<file path="config.mk">
export PLATFORM = sky130hd
export DESIGN_NAME = datetime_line_parser
export DESIGN_NICKNAME = d
export VERILOG_FILES = /design/src/design/dtlp_pkg.sv /design/src/design/dtlp_char_class.sv /design/src/design/dtlp_line_state.sv /design/src/design/datetime_line_parser.sv
export SDC_FILE = /design/constraint.sdc
export NUM_CORES = 1
export LEC_CHECK = 0
export ABC_AREA = 1
export BUFFER_PORTS_ARGS = -buffer_cell sky130_fd_sc_hd__buf_2
export CAP_MARGIN = 20
export CORE_UTILIZATION = 45
export DETAILED_ROUTE_END_ITERATION = 8
export PLACE_DENSITY_LB_ADDON = 0.08
export SLEW_MARGIN = 20
export SYNTH_ARGS = -nofsm -noshare
export SYNTH_HDL_FRONTEND = slang
export SYNTH_SLANG_ARGS = --single-unit
</file>
<file path="constraint.sdc">
create_clock -name clk -period 5.06 [get_ports clk]
set_clock_uncertainty 0.2 [all_clocks]
set_input_delay 0.759 -clock clk [delete_from_list [all_inputs] [get_ports clk]]
set_output_delay 0.759 -clock clk [all_outputs]
set_load 0.05 [all_outputs]
</file>
<file path="src/design/dtlp_pkg.sv">
// Package for the date-time line parser: word types, character codes, field selects.
`timescale 1ns / 1ps

package dtlp_pkg;

  // Default line buffer size in bytes; a line closes at one less than this
  localparam int LINE_BUFFER_BYTES_DEF = 32;

  // Exact length of a "YYYY-MM-DD HH:MM:SS" line
  localparam int DT_LENGTH = 19;

  // Character codes
  localparam logic [7:0] CH_ZERO  = 8'h30;
  localparam logic [7:0] CH_NINE  = 8'h39;
  localparam logic [7:0] CH_DASH  = 8'h2D;
  localparam logic [7:0] CH_COLON = 8'h3A;
  localparam logic [7:0] CH_SPACE = 8'h20;
  localparam logic [7:0] CH_CR    = 8'h0D;
  localparam logic [7:0] CH_LF    = 8'h0A;

  // Range limits
  localparam logic [6:0] MONTH_MAX  = 7'd12;
  localparam logic [6:0] DAY_MAX    = 7'd31;
  localparam logic [6:0] HOUR_MAX   = 7'd23;
  localparam logic [6:0] MINSEC_MAX = 7'd59;

  // Status codes
  localparam logic [1:0] ST_OK    = 2'd0;
  localparam logic [1:0] ST_BAD   = 2'd1;
  localparam logic [1:0] ST_RXERR = 2'd2;

  // Which field a character position feeds
  typedef enum logic [2:0] {
    FLD_NONE,
    FLD_YEAR,
    FLD_MONTH,
    FLD_DAY,
    FLD_HOUR,
    FLD_MINUTE,
    FLD_SECOND
  } fld_t;

  // Classification of one character at its line position
  typedef struct packed {
    fld_t       fld;
    logic       fmt_ok;
    logic [3:0] digit;
  } char_class_t;

  // Input word
  typedef struct packed {
    logic [7:0] rx_byte;
    logic       rx_error;
  } in_word_t;

  // Result word
  typedef struct packed {
    logic [1:0]  status;
    logic [13:0] year;
    logic [3:0]  month;
    logic [4:0]  day;
    logic [4:0]  hour;
    logic [5:0]  minute;
    logic [5:0]  second;
  } out_word_t;

  // Decimal shift-in: v * 10 + d, kept to 14 bits
  function automatic logic [13:0] acc10(input logic [13:0] v, input logic [3:0] d);
    acc10 = (v << 3) + (v << 1) + {10'd0, d};
  endfunction

endpackage

</file>
<file path="src/design/dtlp_char_class.sv">
// Character classifier: checks one byte against the pattern at its line position.
`timescale 1ns / 1ps

module dtlp_char_class
  import dtlp_pkg::*;
#(
  parameter int POS_W = 5
) (
  input  logic [POS_W-1:0] pos,
  input  logic [7:0]       ch,
  output char_class_t      cls
);

  logic       is_digit;
  logic [7:0] ch_off;

  assign is_digit = (ch >= CH_ZERO) && (ch <= CH_NINE);
  assign ch_off   = ch - CH_ZERO;

  // Separator or digit expected at each position; past the end nothing fits
  always_comb begin
    cls.fld    = FLD_NONE;
    cls.fmt_ok = 1'b0;
    cls.digit  = is_digit ? ch_off[3:0] : 4'd0;
    if (pos == POS_W'(4) || pos == POS_W'(7)) begin
      cls.fmt_ok = (ch == CH_DASH);
    end else if (pos == POS_W'(10)) begin
      cls.fmt_ok = (ch == CH_SPACE);
    end else if (pos == POS_W'(13) || pos == POS_W'(16)) begin
      cls.fmt_ok = (ch == CH_COLON);
    end else if (pos < POS_W'(DT_LENGTH)) begin
      cls.fmt_ok = is_digit;
      if (is_digit) begin
        if (pos <= POS_W'(3)) begin
          cls.fld = FLD_YEAR;
        end else if (pos <= POS_W'(6)) begin
          cls.fld = FLD_MONTH;
        end else if (pos <= POS_W'(9)) begin
          cls.fld = FLD_DAY;
        end else if (pos <= POS_W'(12)) begin
          cls.fld = FLD_HOUR;
        end else if (pos <= POS_W'(15)) begin
          cls.fld = FLD_MINUTE;
        end else begin
          cls.fld = FLD_SECOND;
        end
      end
    end
  end

endmodule

</file>
<file path="src/design/dtlp_line_state.sv">
// Line state: position, pattern flag and field accumulators; forms the result word.
`timescale 1ns / 1ps

module dtlp_line_state
  import dtlp_pkg::*;
#(
  parameter int LINE_BUFFER_BYTES = LINE_BUFFER_BYTES_DEF
) (
  input  logic      clk,
  input  logic      rst_n,
  input  logic      take,
  input  in_word_t  in_w,
  output logic      emit,
  output out_word_t res
);

  localparam int POS_W = $clog2(LINE_BUFFER_BYTES);

  logic [POS_W-1:0] pos_r, pos_nxt, pos_after;
  logic             good_r, good_nxt, good_after;
  logic [13:0]      year_r, year_nxt, year_after;
  logic [6:0]       month_r, month_nxt, month_after;
  logic [6:0]       day_r, day_nxt, day_after;
  logic [6:0]       hour_r, hour_nxt, hour_after;
  logic [6:0]       minute_r, minute_nxt, minute_after;
  logic [6:0]       second_r, second_nxt, second_after;

  char_class_t cls;
  logic        is_eol;
  logic        finish;
  logic        ok;

  dtlp_char_class #(.POS_W(POS_W)) u_class (
    .pos (pos_r),
    .ch  (in_w.rx_byte),
    .cls (cls)
  );

  assign is_eol = (in_w.rx_byte == CH_CR) || (in_w.rx_byte == CH_LF);

  // State after taking the byte as a character (unchanged on end of line)
  always_comb begin
    pos_after    = pos_r;
    good_after   = good_r;
    year_after   = year_r;
    month_after  = month_r;
    day_after    = day_r;
    hour_after   = hour_r;
    minute_after = minute_r;
    second_after = second_r;
    if (!is_eol) begin
      pos_after  = pos_r + POS_W'(1);
      good_after = good_r & cls.fmt_ok;
      case (cls.fld)
        FLD_YEAR:   year_after   = acc10(year_r, cls.digit);
        FLD_MONTH:  month_after  = 7'(acc10({7'd0, month_r}, cls.digit));
        FLD_DAY:    day_after    = 7'(acc10({7'd0, day_r}, cls.digit));
        FLD_HOUR:   hour_after   = 7'(acc10({7'd0, hour_r}, cls.digit));
        FLD_MINUTE: minute_after = 7'(acc10({7'd0, minute_r}, cls.digit));
        FLD_SECOND: second_after = 7'(acc10({7'd0, second_r}, cls.digit));
        default:    ;
      endcase
    end
  end

  // Line closes on CR/LF after a character, or when the buffer fills
  always_comb begin
    if (in_w.rx_error) begin
      finish = 1'b0;
    end else if (is_eol) begin
      finish = (pos_r != '0);
    end else begin
      finish = (pos_after == POS_W'(LINE_BUFFER_BYTES - 1));
    end
  end

  assign ok = good_after && (pos_after == POS_W'(DT_LENGTH)) &&
              (month_after >= 7'd1) && (month_after <= MONTH_MAX) &&
              (day_after >= 7'd1) && (day_after <= DAY_MAX) &&
              (hour_after <= HOUR_MAX) && (minute_after <= MINSEC_MAX) &&
              (second_after <= MINSEC_MAX);

  assign emit = take && (in_w.rx_error || finish);

  // Result word; fields only on a good parse
  always_comb begin
    res = '0;
    if (in_w.rx_error) begin
      res.status = ST_RXERR;
    end else if (ok) begin
      res.status = ST_OK;
      res.year   = year_after;
      res.month  = month_after[3:0];
      res.day    = day_after[4:0];
      res.hour   = hour_after[4:0];
      res.minute = minute_after[5:0];
      res.second = second_after[5:0];
    end else begin
      res.status = ST_BAD;
    end
  end

  // Next state: clear after any result, otherwise keep what the byte left
  always_comb begin
    pos_nxt    = pos_r;
    good_nxt   = good_r;
    year_nxt   = year_r;
    month_nxt  = month_r;
    day_nxt    = day_r;
    hour_nxt   = hour_r;
    minute_nxt = minute_r;
    second_nxt = second_r;
    if (take) begin
      if (in_w.rx_error || finish) begin
        pos_nxt    = '0;
        good_nxt   = 1'b1;
        year_nxt   = '0;
        month_nxt  = '0;
        day_nxt    = '0;
        hour_nxt   = '0;
        minute_nxt = '0;
        second_nxt = '0;
      end else begin
        pos_nxt    = pos_after;
        good_nxt   = good_after;
        year_nxt   = year_after;
        month_nxt  = month_after;
        day_nxt    = day_after;
        hour_nxt   = hour_after;
        minute_nxt = minute_after;
        second_nxt = second_after;
      end
    end
  end

  always_ff @(posedge clk) begin
    if (!rst_n) begin
      pos_r    <= '0;
      good_r   <= 1'b1;
      year_r   <= '0;
      month_r  <= '0;
      day_r    <= '0;
      hour_r   <= '0;
      minute_r <= '0;
      second_r <= '0;
    end else begin
      pos_r    <= pos_nxt;
      good_r   <= good_nxt;
      year_r   <= year_nxt;
      month_r  <= month_nxt;
      day_r    <= day_nxt;
      hour_r   <= hour_nxt;
      minute_r <= minute_nxt;
      second_r <= second_nxt;
    end
  end

endmodule

</file>
<file path="src/design/datetime_line_parser.sv">
// A result word is registered and presented in the cycle after the byte that closes its line.
// Throughput: one byte per cycle while in_ready is high; the byte path is one short decode and a x10 shift-add.
// The input stays ready while the result register is empty or being taken this cycle.
// Reset (rst_n low, synchronous) empties the line state and drops any pending result.
// Top level of the date-time line parser; holds the result register and handshakes.
`timescale 1ns / 1ps

module datetime_line_parser
  import dtlp_pkg::*;
#(
  parameter int LINE_BUFFER_BYTES = LINE_BUFFER_BYTES_DEF
) (
  input  logic      clk,
  input  logic      rst_n,
  input  logic      in_valid,
  output logic      in_ready,
  input  in_word_t  in_word,
  output logic      out_valid,
  input  logic      out_ready,
  output out_word_t out_word
);

  logic      take;
  logic      emit;
  out_word_t res;
  logic      out_valid_r, out_valid_nxt;
  out_word_t out_word_r;

  assign in_ready = !out_valid_r || out_ready;
  assign take     = in_valid && in_ready;

  dtlp_line_state #(.LINE_BUFFER_BYTES(LINE_BUFFER_BYTES)) u_line (
    .clk   (clk),
    .rst_n (rst_n),
    .take  (take),
    .in_w  (in_word),
    .emit  (emit),
    .res   (res)
  );

  // Result register: loads a new word whenever one is produced
  always_comb begin
    out_valid_nxt = out_valid_r;
    if (emit) begin
      out_valid_nxt = 1'b1;
    end else if (out_ready) begin
      out_valid_nxt = 1'b0;
    end
  end

  always_ff @(posedge clk) begin
    if (!rst_n) begin
      out_valid_r <= 1'b0;
    end else begin
      out_valid_r <= out_valid_nxt;
    end
  end

  always_ff @(posedge clk) begin
    if (emit) begin
      out_word_r <= res;
    end
  end

  assign out_valid = out_valid_r;
  assign out_word  = out_word_r;

endmodule

</file>
# After elaboration in Yosys (flattened, before gate mapping)
# Cells that the tools add are included.
# word_totals
mem_bits_rw	0
out_inout_bits	44
romBits	0
reg_bits	98
in_bits	13
word_cells	126
memories	0
latchBits	0
# op_classes
n_reduce_logical	20
order_cmp	15
div_mod_pow	0
n_eq_ne	18
n_mux	41
shifts	0
add_sub_neg	14
mul	0
bitwise_logic	2
# op_table
op	count
2-to-1 mux 7 bit	15
2-to-1 mux 14 bit	3
adder 7 x 4 -> 7 bit	5
adder 7 bit	5
== test 8 x 6 -> 1 bit, second input constant	3
2-to-1 mux 3 bit	8
== test 8 x 4 -> 1 bit, second input constant	2
== test 5 bit, second input constant	3
less-or-equal comparator 5 x 4 -> 1 bit, second input constant	3
adder 14 bit	1
adder 14 x 4 -> 14 bit	1
greater-or-equal comparator 7 x 1 -> 1 bit, second input constant	2
less-or-equal comparator 7 x 5 -> 1 bit, second input constant	2
less-or-equal comparator 7 x 6 -> 1 bit, second input constant	2
logical AND 1 bit	11
== test 5 x 3 -> 1 bit, second input constant	2
== test 5 x 4 -> 1 bit, second input constant	2
2-to-1 mux 1 bit	10
2-to-1 mux 5 bit	2
== test 3 bit, second input constant	3
greater-or-equal comparator 8 x 6 -> 1 bit, second input constant	1
less-or-equal comparator 8 x 6 -> 1 bit, second input constant	1
2-to-1 mux 4 bit	2
less-or-equal comparator 7 x 4 -> 1 bit, second input constant	1
15 further kinds	20

# Depth between registers and ports, before layout
# logic_depth
word_depth	24
mapped_depth	24
depth_no_buf	23

# Cells and area by module
# A second synthesis with hierarchy kept.
# hier_totals
hier_cells	1034
area_unflattened_um2	7329.5
# by_module_without_submodules
module	area_each_um2	seq_area_each_um2	cells_per_inst	instances
dtlp_line_state	5700.5	1101.1	913	1
datetime_line_parser	1315.0	1281.2	49	1
dtlp_char_class	314.1	0.0	72	1

# Worst setup path before layout
# OpenSTA, ideal clock, no wires.
# synth_path
path_type	input to register
start	input in_word[7] in the netlist's numbering
end	register out_word_r, in the netlist out_word[20] (data pin)
required_time_ns	4.721
setup_slack_ns	0.970
n_path_buf	1
arrival_ns	3.751
stages	21
setup_time_ns	0.139
cell_sequence	inv_1 nand2_1 nor2_1 nand2_1 nor2_1 inv_1 fa_1 fa_1 o21ai_0 a21oi_1 xor2_1 nand2_1 nand2_1 nor2_1 nand2_1 nor2_1 nand3_1 nor2_1 nand2_1 buf_2 nor2_1
# synth_via
elab_chain_len	20
word_cells_on_any_way	59
cone_classes	add/sub: 5; order compare: 9; eq/ne: 11; mux: 21; bitwise: 2; reduce/logical: 11
# synth_rtl
element	line	source
start, declared	datetime_line_parser.sv:17	input in_word_t in_word,
greater-or-equal comparator 8 x 6 -> 1 bit or less-or-equal comparator 8 x 6 -> 1 bit (tied branches)	dtlp_char_class.sv:17	assign is_digit = (ch >= CH_ZERO) && (ch <= CH_NINE);
logical AND 1 bit	dtlp_char_class.sv:17	
2-to-1 mux 3 bit	dtlp_char_class.sv:33	if (is_digit) begin
2-to-1 mux 4 bit	dtlp_char_class.sv:31	end else if (pos < POS_W'(DT_LENGTH)) begin
2-to-1 mux 3 bit	dtlp_char_class.sv:29	end else if (pos == POS_W'(13) || pos == POS_W'(16)) begin
2-to-1 mux 3 bit	dtlp_char_class.sv:27	end else if (pos == POS_W'(10)) begin
2-to-1 mux 3 bit	dtlp_char_class.sv:25	if (pos == POS_W'(4) || pos == POS_W'(7)) begin
== test 3 x 2 -> 1 bit	dtlp_line_state.sv:54	case (cls.fld)
2-to-1 mux 7 bit	dtlp_line_state.sv:54	
2-to-1 mux 7 bit	dtlp_line_state.sv:51	if (!is_eol) begin
greater-or-equal comparator 7 x 1 -> 1 bit	dtlp_line_state.sv:78	(month_after >= 7'd1) && (month_after <= MONTH_MAX) &&
logical AND 1 bit	dtlp_line_state.sv:77	assign ok = good_after && (pos_after == POS_W'(DT_LENGTH)) &&
logical AND 1 bit (2 in a row)	dtlp_line_state.sv:78	
logical AND 1 bit (2 in a row)	dtlp_line_state.sv:79	(day_after >= 7'd1) && (day_after <= DAY_MAX) &&
logical AND 1 bit (2 in a row)	dtlp_line_state.sv:80	(hour_after <= HOUR_MAX) && (minute_after <= MINSEC_MAX) &&
inverter 1 bit (no source line)	--	
OR reduction 2 bit (no source line)	--	
end signal, assigned	datetime_line_parser.sv:61	out_word_r <= res;
end, declared	datetime_line_parser.sv:27	out_word_t out_word_r;
# Several ways; a longest one is shown, not always the timed one.
# A chain may end at the register's enable or synchronous reset.

# Worst setup path in the final report
# layout_path
start	input in_word[7] in the netlist's numbering
end	register out_word_r, in the netlist out_word[8] (data pin)
# Same word-level chain as after synthesis.

==> metrics.txt <==
met1 wire length 7565 um; most frequent cells in the layout nand2_1, nor2_1, inv_1; Filler cells 1363; Clk pwr share 0.412; top_reg_cell synth dfxtp_1; Area Overhead vs Synth 11.32%; Final Slew Violations 0; Max FO, Critical Path 36; drt first pass iters 5; largest net degree at the start of global routing 56; Mapped Area 0.006599 mm^2; Slew @ Worst Pin roughly 1.1 ns; Worst setup EP type flip-flop; Initial Util 0.4681; first-pass GRT wire length between 20000 and 30000 um; Final min period 4.179 ns; gr ovfl total 0; worst min path class flip-flop to flip-flop; TritonCTS Sinks 98; # Max-Cap Violations 0; commonest non-fill, non-tap cell in the layout nand2_1; cell area power density 224.7 mW/mm^2; RSZ-0062 raised after global routing no; Residual DRC 0; # hold bufs at CTS 0; top sig layer met4; Sw Ratio 0.2487; cts repair resizes 0; initial antenna violation count 0; port bufs 56; critical path's slowest cell fa_1; routed wl met3 561 um; combinational share of power 0.079; Psw 410.6 uW; Clock transition at path regs ~0.070 ns; Fin Setup TNS 0 ns; status complete, no violations; Vias 5640; critical path type input port to flip-flop; Met2 Wirelength 7270 um; #FFs+latches synth 98; number of global-route vias before repair 5255; Critical Path Max Stage Delay about 0.49 ns; postcts setup bufs 0; H-tree Lvls 3; clock root buffer clkbuf_16; row count 43; routed length per instance around 14 um; DR vias/cell slightly above 5; EDFF count, synth 42; post-route ant nets 0; io pins between 50 and 60; register area share after synthesis 0.3610; Async S/R FF share, synth 0; core box area approximately 0.014 mm^2; Setup WS post-layout between 0.8 and 0.9 ns; Finished Layout Cells roughly 1100; Final setup viols 0; maximum clock rate 0.2393 GHz; crit path DAT about 4.2 ns; Die Wd 123.1 um; die area about 0.015 mm^2; Avg Cell Area, Syn 7.664 um^2; WP data required roughly 5.1 ns; final WL 15830 um; CP top delay family simple AND/OR/NAND/NOR gates; CTS Buf Count 9; crit path cell chain buf_2, inv_1, nand2_1, nor2_1, nand2_1, nor2_1, buf_4, inv_1, fa_1, fa_1, o21ai_0, a21oi_1, xor2_1, nand2_1, nand2_1, nor2_1, nand2_1, nor2_1, nand3_1, nor2_1, nand2_1, buf_12, nor2_1; nets between 1000 and 1500; Final Cycle Share 0.8258; sequential power share 0.509; Final Hold Fails 0; Final GP Congestion 0.8727; initial drt markers roughly 310; CTS tree yes; Clock Tree Buf Depth 2; HPWL after DPL between 10000 and 15000 um; pre-CTS setup slack 0.5134 ns; share of post-route cells with drive strength above 1 0.1018; CP Launch Type input port; Cells after Synth 861; P_int 1240 uW; leakage power 0.003405 uW; synth warn 0; Placed Cells between 1000 and 1500; Global Route Usage Sum 0.2234; Peak VDD IR 0.1415 mV; Crit path buffers/inverters 5; chip height 123.1 um; Slew headroom 0.2898; Clock Latency Late Sink 0.36 ns; Yosys cell types 36; fin util 0.5211; Syn Nets 953; Diodes inserted 0
[flip-flops by register name, summed over array words and instances, names as in the netlist]
signal           count
u_line.day_r         7
u_line.year_r       14
u_line.good_r        1
u_line.pos_r         5
u_line.hour_r        7
u_line.month_r       7
out_word            42
u_line.minute_r      7
u_line.second_r      7
out_valid            1
[worst paths after layout]
| check | cells past startpoint | slack [ns] | startpoint | end |
|---|---|---|---|---|
| setup / recovery | 23 | 0.88 | in_word[7] | out_word[8] |
| hold / removal | 2 | 0.27 | u_line.minute_r[6] | u_line.minute_r[6] |
| setup reg to reg | 21 | 1.18 | u_line.pos_r[0] | out_word[8] |
| hold reg to reg | 2 | 0.27 | u_line.minute_r[6] | u_line.minute_r[6] |
[worst reg2reg max path, cell delays in order, from the launching register on]
cell and delay [ns]:
dfxtp_1 0.47, inv_1 0.13, ha_1 0.25, inv_1 0.06, nand2_1 0.05, nand3_1 0.12, nand2_1 0.06, nor2_1 0.15
nand3_1 0.15, nor2_2 0.29, buf_4 0.24, nand3_1 0.25, nand2_1 0.13, nand2_1 0.10, nand2_1 0.08, nor2_1 0.06
nor2_1 0.18, nand3_1 0.09, nor2_1 0.13, nand2_1 0.17, buf_12 0.22, nor2_1 0.14
[cell usage after synthesis (3+ instances only)]
cell | count | area share
o21ai_0 | 33 | 0.025
a21oi_1 | 52 | 0.039
inv_1 | 111 | 0.063
o21a_1 | 5 | 0.0057
nor3_1 | 3 | 0.0023
ha_1 | 67 | 0.13
nand3_1 | 29 | 0.022
a22oi_1 | 23 | 0.026
clkbuf_1 | 13 | 0.0074
nor2_1 | 137 | 0.078
nand4_1 | 17 | 0.016
nand3_2 | 3 | 0.0046
xor2_1 | 21 | 0.028
buf_2 | 11 | 0.0083
nand2_1 | 188 | 0.11
xnor2_1 | 13 | 0.017
dfxtp_1 | 56 | 0.17
fa_1 | 12 | 0.036
o21ai_1 | 4 | 0.0030
edfxtp_1 | 42 | 0.19
nor2_2 | 3 | 0.0028
[metal layers]
layer,vias to the layer above,global-route usage
met4,0,0.09639
met2,117,0.3557
li1,2890,-
met1,2602,0.2978
met3,31,0.03828
met5,-,0
[power groups by stage]
| stage | sequential [uW] | combinational, uW | clock, uW |
|---|---|---|---|
| 4_1_cts | 841 | 131 | 697 |
| 3_5_place_dp | 859 | 131 | 0 |
| 2_1_floorplan | 903 | 46.7 | 0 |
| 3_3_place_gp | 858 | 130 | 0 |
| 5_1_grt | 842 | 139 | 722 |
| 6_report | 841 | 130 | 680 |
[through the flow]
step	cell area, um^2	hold slack (ns)	total power [uW]
after floorplan	6599	0.2454	949.9
after global placement	7064	0.2521	988.1
after detailed placement	7067	0.2611	989.4
after CTS	7346	0.2715	1669
after global routing	7346	0.2817	1704
final	7346	0.2701	1651
[kinds of logic after synthesis]
family          count (synthesis)  share of synthesized area
simple gates                  386                     0.2393
buf+inv                       141                    0.08400
compound gates                123                     0.1071
flops                          98                     0.3610
fa+ha+maj                      79                     0.1634
xor+xnor                       34                    0.04513
[cell type report]
| cell class | instances | area [um^2] | area share |
|---|---|---|---|
| clock buffers | 12 | 236.5 | 0.03219 |
| clock inverters | 3 | 42.54 | 0.005791 |
| inverters | 113 | 424.2 | 0.05774 |
| multi-input cells | 622 | 3667 | 0.4992 |
| flip-flops and latches | 98 | 2382 | 0.3243 |
| well taps | 180 | 225.2 | 0.03066 |
| repair buffers | 66 | 367.9 | 0.05008 |
Power figures use the tool's default switching activity.
